<file path="src/hdl/hcbd_pkg.sv">
package hcbd_pkg;

  // width of the chunk length accumulator
  localparam int LENGTH_BITS = 32;

  localparam logic [7:0] CH_CR = 8'h0D;
  localparam logic [7:0] CH_LF = 8'h0A;
  localparam logic [7:0] CH_SP = 8'h20;

  localparam logic [1:0] KIND_PAYLOAD = 2'd0;
  localparam logic [1:0] KIND_DONE    = 2'd1;
  localparam logic [1:0] KIND_ERROR   = 2'd2;

  typedef struct packed {
    logic       valid;
    logic [1:0] kind;
    logic [7:0] payload;
    logic       body_end;
  } hcbd_result_t;

endpackage

</file>
<file path="src/hdl/hcbd_step.sv">
module hcbd_step import hcbd_pkg::*; (
  input  logic         clk,
  input  logic         rst,
  input  logic         fire,
  input  logic [7:0]   data_byte,
  output hcbd_result_t res
);

  typedef enum logic [2:0] {
    PH_LEN  = 3'd0,
    PH_EXT  = 3'd1,
    PH_LF1  = 3'd2,
    PH_DATA = 3'd3,
    PH_DCR  = 3'd4,
    PH_DLF  = 3'd5,
    PH_TCR  = 3'd6,
    PH_TLF  = 3'd7
  } phase_t;

  phase_t                   phase;
  phase_t                   phase_next;
  logic [LENGTH_BITS-1:0]   chunk_remaining;
  logic [LENGTH_BITS-1:0]   chunk_remaining_next;
  logic [LENGTH_BITS-1:0]   rem_dec;
  logic [3:0]               digit;
  logic                     overflow;

  function automatic logic [3:0] hex_value(input logic [7:0] ch);
    logic [3:0] v;
    v = 4'd0;
    if (ch >= 8'h30 && ch <= 8'h39) v = ch[3:0];
    else if ((ch >= 8'h61 && ch <= 8'h66) || (ch >= 8'h41 && ch <= 8'h46))
      v = ch[3:0] + 4'd9;
    return v;
  endfunction

  assign digit    = hex_value(data_byte);
  // a shift by one more digit would drop set bits
  assign overflow = chunk_remaining[LENGTH_BITS-1 -: 4] != 4'd0;
  assign rem_dec  = (chunk_remaining != '0) ? chunk_remaining - 1'b1 : chunk_remaining;

  always_comb begin
    phase_next           = phase;
    chunk_remaining_next = chunk_remaining;
    res.valid            = 1'b0;
    res.kind             = KIND_PAYLOAD;
    res.payload          = 8'd0;
    res.body_end         = 1'b0;
    case (phase)
      PH_LEN: begin
        if (data_byte == CH_CR) phase_next = PH_LF1;
        else if (data_byte == CH_SP) phase_next = PH_EXT;
        else if (overflow) begin
          res.valid = 1'b1;
          res.kind  = KIND_ERROR;
          res.body_end = 1'b1;
          chunk_remaining_next = '0;
        end else begin
          chunk_remaining_next = {chunk_remaining[LENGTH_BITS-5:0], digit};
        end
      end
      PH_EXT: begin
        if (data_byte == CH_CR) phase_next = PH_LF1;
      end
      PH_DATA: begin
        chunk_remaining_next = rem_dec;
        if (rem_dec == '0) phase_next = PH_DCR;
        res.valid   = 1'b1;
        res.kind    = KIND_PAYLOAD;
        res.payload = data_byte;
      end
      default: begin
        // delimiter phases: one expected byte each
        if (data_byte != ((phase == PH_DCR || phase == PH_TCR) ? CH_CR : CH_LF)) begin
          res.valid            = 1'b1;
          res.kind             = KIND_ERROR;
          res.body_end         = 1'b1;
          phase_next           = PH_LEN;
          chunk_remaining_next = '0;
        end else begin
          case (phase)
            PH_LF1: phase_next = (chunk_remaining == '0) ? PH_TCR : PH_DATA;
            PH_DCR: phase_next = PH_DLF;
            PH_TCR: phase_next = PH_TLF;
            PH_DLF: begin
              phase_next           = PH_LEN;
              chunk_remaining_next = '0;
            end
            default: begin
              phase_next           = PH_LEN;
              chunk_remaining_next = '0;
              res.valid            = 1'b1;
              res.kind             = KIND_DONE;
              res.body_end         = 1'b1;
            end
          endcase
        end
      end
    endcase
  end

  always_ff @(posedge clk) begin
    if (rst) begin
      phase           <= PH_LEN;
      chunk_remaining <= '0;
    end else if (fire) begin
      phase           <= phase_next;
      chunk_remaining <= chunk_remaining_next;
    end
  end

  a_data_nonzero: assert property (@(posedge clk) disable iff (rst)
    phase == PH_DATA |-> chunk_remaining != '0)
    else $error("data phase with zero bytes left");

  a_final_lf: assert property (@(posedge clk) disable iff (rst)
    fire && phase == PH_TLF && data_byte == CH_LF |=> phase == PH_LEN && chunk_remaining == '0)
    else $error("final line did not restart body");

  a_error_clears: assert property (@(posedge clk) disable iff (rst)
    fire && res.valid && res.kind == KIND_ERROR |=> phase == PH_LEN && chunk_remaining == '0)
    else $error("error did not return to length state");

endmodule

</file>
<file path="src/hdl/http_chunked_body_decoder_top.sv">
// Chunked transfer body decoder: takes one body byte per transaction and, where the
// framing yields one, returns a payload byte, a body-complete marker or a framing error.
// It sustains one byte per clock while results are taken; a byte passes an input
// register, the framing step and a result register. The input side stalls only while
// the result register holds a transaction that has not been taken.
module http_chunked_body_decoder_top import hcbd_pkg::*; (
  input  logic       clk,
  input  logic       rst,
  input  logic       data_valid,
  output logic       data_ready,
  input  logic [7:0] data_byte,
  output logic       result_valid,
  input  logic       result_ready,
  output logic [1:0] result_kind,
  output logic [7:0] payload_byte,
  output logic       body_end
);

  logic         in_valid;
  logic [7:0]   in_byte;
  logic         fire;
  hcbd_result_t res;

  // step the framing state when the result slot can take whatever comes out
  assign fire       = in_valid && (!result_valid || result_ready);
  assign data_ready = !in_valid || fire;

  hcbd_step u_step (
    .clk       (clk),
    .rst       (rst),
    .fire      (fire),
    .data_byte (in_byte),
    .res       (res)
  );

  always_ff @(posedge clk) begin
    if (rst) begin
      in_valid     <= 1'b0;
      result_valid <= 1'b0;
    end else begin
      if (data_ready) in_valid <= data_valid;
      if (fire && res.valid) result_valid <= 1'b1;
      else if (result_ready) result_valid <= 1'b0;
    end
    if (data_valid && data_ready) in_byte <= data_byte;
    if (fire && res.valid) begin
      result_kind  <= res.kind;
      payload_byte <= res.payload;
      body_end     <= res.body_end;
    end
  end

  a_end_matches_kind: assert property (@(posedge clk) disable iff (rst)
    result_valid |-> body_end == (result_kind != KIND_PAYLOAD))
    else $error("body_end does not match result kind");

  a_payload_zero: assert property (@(posedge clk) disable iff (rst)
    result_valid && result_kind != KIND_PAYLOAD |-> payload_byte == 8'd0)
    else $error("payload byte set on non-payload result");

  a_no_overwrite: assert property (@(posedge clk) disable iff (rst)
    result_valid && !result_ready |=> !$past(fire))
    else $error("result register overwritten while held");

endmodule

</file>
<file path="config.mk">
export PLATFORM = sky130hd
export DESIGN_NAME = http_chunked_body_decoder_top
export DESIGN_NICKNAME = d
export VERILOG_FILES = /design/src/hdl/hcbd_pkg.sv /design/src/hdl/hcbd_step.sv /design/src/hdl/http_chunked_body_decoder_top.sv
export SDC_FILE = /design/constraint.sdc
export NUM_CORES = 1
export LEC_CHECK = 0
export BUFFER_PORTS_ARGS = -buffer_cell sky130_fd_sc_hd__buf_2
export CAP_MARGIN = 5
export CORE_UTILIZATION = 63
export CTS_BUF_LIST = sky130_fd_sc_hd__clkbuf_8
export CTS_CLUSTER_SIZE = 12
export DETAILED_ROUTE_END_ITERATION = 8
export PLACE_DENSITY = 0.82
export SLEW_MARGIN = 20
export SYNTH_ARGS = -nofsm -noshare
export SYNTH_HDL_FRONTEND = slang
export SYNTH_HIERARCHICAL = 1
export SYNTH_SLANG_ARGS = --single-unit
</file>
<file path="constraint.sdc">
create_clock -name clk -period 4.1 [get_ports clk]
set_input_delay 0.82 -clock clk [delete_from_list [all_inputs] [get_ports clk]]
set_output_delay 0.82 -clock clk [all_outputs]
set_load 0.02 [all_outputs]
</file>
# Yosys cells after proc, flatten, opt, wreduce, memory -nomap -nowiden
# Index checks and enable logic that the tools add are counted.
dict set report totals {
  register_bits 56
  output_inout_bits 13
}
dict set report classes {
  magnitude_cmp 6
  reduce_logical 23
  bitwise 1
  muxes 32
  n_eq_ne 15
  addsub 2
}
# cell count
set op_table {}
lappend op_table {{$mux W32} 6}
lappend op_table {{$pmux W32 S3} 1}
lappend op_table {{$logic_not A32 Y1} 2}
lappend op_table {{$mux W3} 12}
lappend op_table {{$reduce_bool A32 Y1} 1}
lappend op_table {{$sub A32 B1 Y32 const B} 1}
lappend op_table {{$pmux W3 S3} 3}
lappend op_table {{$ge A8 B7 Y1 const B} 2}
lappend op_table {{$le A8 B7 Y1 const B} 2}
lappend op_table {{$eq A3 B3 Y1 const B} 3}
lappend op_table {{$eq A8 B4 Y1 const B} 1}
lappend op_table {{$eq A8 B6 Y1 const B} 1}
lappend op_table {{$ge A8 B6 Y1 const B} 1}
lappend op_table {{$le A8 B6 Y1 const B} 1}
lappend op_table {{$mux W4} 2}
lappend op_table {{$ne A8 B8 Y1} 1}
lappend op_table {{$mux W1} 7}
lappend op_table {{$eq A3 B2 Y1 const B} 2}
lappend op_table {{$logic_and A1 B1 Y1} 6}
lappend op_table {{$reduce_and A5 Y1} 1}
lappend op_table {{$add A4 B4 Y4 const B} 1}
lappend op_table {{$logic_or A1 B1 Y1} 4}
lappend op_table {{$ne A2 B1 Y1 const B} 2}
lappend op_table {{$ne A2 B2 Y1 const B} 2}
lappend op_table {{other kinds (13)} 14}

# Longest topological paths before layout
dict set report depth {
  depth_word 9
  mapped_depth 12
}

# Cells and area by module
# The synthesis kept the hierarchy.
# module cells_each seq_area_each_um2 area_each_um2 n_inst
set by_module_without_submodules {}
lappend by_module_without_submodules {hcbd_step 458 700.7 3239.4 1}
lappend by_module_without_submodules {http_chunked_body_decoder_top 30 610.6 676.9 1}

# Least setup slack after synthesis
# Ideal clock, no wire load.
dict set report synth_timing {
  path_kind {reg-to-reg}
  startpoint {register u_step.chunk_remaining[1]}
  endpoint {register u_step.phase[1]}
  t_arrival_ns 2.894
  setup_ns 0.131
  required_time_ns 3.969
  n_path_buf 2
  stages_incl_launch_ff 13
  slack_ns 1.075
  period_less_slack_ns 3.025
  cell_sequence {dfxtp_1 -> clkbuf_1 -> inv_1 -> ha_1 -> or3b_1 -> buf_2 -> nor3_4 -> o211ai_4 -> o31a_1 -> a2111o_1 -> or4_1 -> o21ai_2 -> a311oi_1}
}
dict set report synth_via {
  elab_chain_cells 5
  elab_cells_between_ends 6
  classes_between {add/sub (1); eq/ne (1); mux (1); reduce/logical (3)}
}
# element line
set synth_rtl {}
lappend synth_rtl {{start: declaration} hcbd_step.sv:22} ;# logic [LENGTH_BITS-1:0] chunk_remaining;
lappend synth_rtl {{start signal: assignment} hcbd_step.sv:108} ;# chunk_remaining <= chunk_remaining_next;
lappend synth_rtl {{$sub A32 B1 Y32 or $reduce_bool A32 Y1 (tied branches)} hcbd_step.sv:40} ;# assign rem_dec = (chunk_remaining != '0) ? chunk_remaining - 1'b1 : chunk_remaining;
lappend synth_rtl {{$mux W32 (*)} hcbd_step.sv:40}
lappend synth_rtl {{$logic_not A32 Y1 (*)} hcbd_step.sv:67} ;# if (rem_dec == '0) phase_next = PH_DCR;
lappend synth_rtl {{$ne A2 B1 Y1 (no source line) (*)} --}
lappend synth_rtl {{$reduce_and A4 Y1 (no source line) (*)} --}
lappend synth_rtl {{end signal: assignment} hcbd_step.sv:107} ;# phase <= phase_next;
lappend synth_rtl {{end: declaration} hcbd_step.sv:20} ;# phase_t phase;
# Mark *: on every way between the ends. The rest lies on a longest branch, timed or not.
# A chain may end at the register's enable or synchronous reset.

# Final worst setup path
dict set report layout_timing {
  startpoint {register u_step.chunk_remaining[0]}
  endpoint {register u_step.phase[1]}
}
# The elaborated chain is that of the path after synthesis.

==> out/results.tsv <==
metric	value	unit
nNetsFinal	494	
path_max_fanout	10	
hp-start	in_valid	
swShare	33.6	%
setup-violations-final	0	
drive_above_1_share	12.8	%
cts_sinks	56	
gp_congestion	0.909	
yosysWarnings	6	
fillerInstances	513	
avgSynthCellArea	8.03	um2
vias_per_cell	6.70	
wl_per_cell	17.7	um
grt_pass1_wl	15400	um
postSynthCellCount	488	
die_h	80.8	um
drc_errors	0	
clk_pin_slew	0.10	ns
die_w	80.8	um
cp-startpoint	u_step/chunk_remaining[0]	
clockRootBuffer	clkbuf_8	
hold_viol	0	
synth_fp_nets	506	
slew_viol_final	0	
initial_utilization	65.8	%
cts_tree	yes	
crit_type	flip-flop to flip-flop	
ctsHoldBuffers	0	
num_antenna_cells	0	
ir_drop	0.200	mV
grt_pass1_vias	3035	
power_frac_seq	46.1	%
power	1.39	mW
cts_buffers	5	
num_vias	3696	
overflow	0	
min_path_type	flip-flop to flip-flop	
cts-resized-gates	0	
startpoint_type	flip-flop	
synth_edf_count	19	
seq_area_frac_synth	33.5	%
slew_headroom	44.5	%
instances_no_fill	552	
tns	0	ns
htreeDepth	2	
core-area	5960	um2
worst_slew_pin_slew	0.830	ns
ys_types	67	
placed_cells	544	
antenna_found_initial	0	
max_freq	290	MHz
layout_worst_path_cycle_share	84.1	%
holdWs	0.524	ns
hpwl	6680	um
drt-pass1-iter-count	5	
synth_area	3920	um2
num_rows	28	
ios	25	
synth-async-reset-ratio	0	%
crit_required	4.28	ns
r2r-start	u_step/chunk_remaining[0]	
p_switching	0.466	mW
rsz0062_at_grt	false	
power_density	339	nW/um2
intPower	0.921	mW
clkPwrFrac	26.7	%
drv_cap	0	
routed_wl	9800	um
end_kind	flip-flop	
leakage	1.48	nW
combPwrFrac	27.3	%
cts_setup_buffers	0	
grt_util_all_layers	30.3	%
drtIter0Drc	326	
synth_ff_type	dfxtp_1	
cp.arrival	3.62	ns
ys_ff_latch	56	
status	completed	
syn_to_final_growth	4.47	%
cts_buffer_depth	2	
timing.final.crit_period	3.45	ns
skew	0.00456	ns
ant_nets	0	
grt_max_degree	38	
clk_latency	0.31	ns
die_area	6540	um2
port_buffers	24	
-- synthesized netlist by cell type, types with 3 or more instances --
library cell  number  area, um2
nor2_1            71        267
nand2_1           48        180
dfxtp_1           37        741
clkbuf_1          34        128
a22oi_1           25        188
o21ai_0           22        110
edfxtp_1          19        571
nor4_1            16        100
a21oi_1           12       60.1
nor3_1            12       60.1
a211oi_1          11       82.6
buf_2             11       55.1
nand4_1           11       68.8
o31ai_1           11       82.6
xor2_1            11       96.3
nand3_1            9       45.0
xnor2_1            9       78.8
and2_1             8       50.1
inv_1              8       30.0
ha_1               6       75.1
o211ai_1           6       45.0
nand2b_1           5       31.3
nor3b_1            5       37.5
o22ai_1            5       31.3
nand3b_1           4       30.0
nor2b_1            4       25.0
nor4_2             4       50.1
a311oi_1           3       26.3
and4_1             3       26.3
o2111ai_1          3       26.3
o21a_1             3       22.5
o31a_1             3       26.3
or2_2              3       18.8
or4_1              3       22.5
-- cell type report --
cell class                      count  area, um2  area share (%)
Sequential cell                    56       1310            32.0
Inverter                            8       30.0           0.734
Multi-Input combinational cell    376       2390            58.3
Timing Repair Buffer               29        158            3.85
Tap cell                           75       93.8            2.29
Clock buffer                        5       68.8            1.68
Clock inverter                      3       42.5            1.04
-- cell usage in the layout (no fill, tap or decap), types with 4 or more instances in the layout --
cell,instances
a211oi_1,11
a21oi_1,12
a22oi_1,25
and2_1,8
buf_2,24
buf_4,5
clkbuf_8,5
dfxtp_1,37
edfxtp_1,19
ha_1,6
inv_1,9
nand2_1,48
nand2b_1,5
nand3_1,9
nand3b_1,4
nand4_1,11
nor2_1,71
nor3_1,12
nor3b_1,5
nor4_1,16
nor4_2,4
o211ai_1,6
o21ai_0,22
o22ai_1,5
o31ai_1,11
xnor2_1,9
xor2_1,11
-- per-layer routing --
metal	GRT usage, %	routed length [um]	up-vias
met5	0	0	-
met4	8.39	107	0
met3	4.38	643	12
met2	47.1	4590	159
met1	43.5	4460	1748
li1	-	-	1777
-- logic make-up (layout without fill, tap and decap cells) --
family | Yosys count | in the layout | synth area share, %
AOI/OAI and AO/OA | 123 | 123 | 22.8
xor gates and xnor gates | 20 | 20 | 4.47
adders and majority gates | 6 | 6 | 1.92
buffers and inverters | 56 | 45 | 5.91
DFF | 56 | 56 | 33.5
muxes | 3 | 3 | 0.831
and+or+nand+nor | 224 | 224 | 30.6
-- through the flow --
step	setup slack [ns]	util [%]	cell area, um2
after floorplan	1.07	-	3920
after global routing	0.400	68.7	4090
after global placement	0.750	66.8	3980
after detailed placement	0.705	66.8	3980
after CTS	0.685	68.7	4090
final	0.654	68.7	4090
-- worst max-delay path, stage by stage, from the launching register on --
cell and delay (ns):
dfxtp_1 0.42, inv_1 0.12, ha_1 0.25, or3b_1 0.55
nor4_1 0.50, o211ai_1 0.21, xor2_1 0.27, o2111ai_1 0.14
or4_1 0.55, o21ai_2 0.19, a311oi_1 0.10
-- power by group through the flow --
| stage | Combinational (mW) | Sequential, mW | Clock, mW |
|---|---|---|---|
| 4_1_cts | 0.371 | 0.638 | 0.379 |
| 2_1_floorplan | 0.303 | 0.630 | 0 |
| 5_1_grt | 0.409 | 0.643 | 0.398 |
| 6_report | 0.378 | 0.639 | 0.370 |
| 3_3_place_gp | 0.365 | 0.650 | 0 |
| 3_5_place_dp | 0.368 | 0.651 | 0 |
-- registers in the layout, summed over array words and instances, names as in the netlist --
signal                  count
result_valid                1
payload_byte                8
result_kind                 2
in_valid                    1
u_step/chunk_remaining     32
body_end                    1
in_byte                     8
u_step/phase                3
-- path summary, 6_finish.rpt --
kind,to,slack [ns],cells past startpoint
max,u_step/phase[1],0.65,10
min,in_valid,0.52,2
max reg2reg,u_step/phase[1],0.65,10
min reg2reg,in_valid,0.52,2
Power figures use the tool's default switching activity.
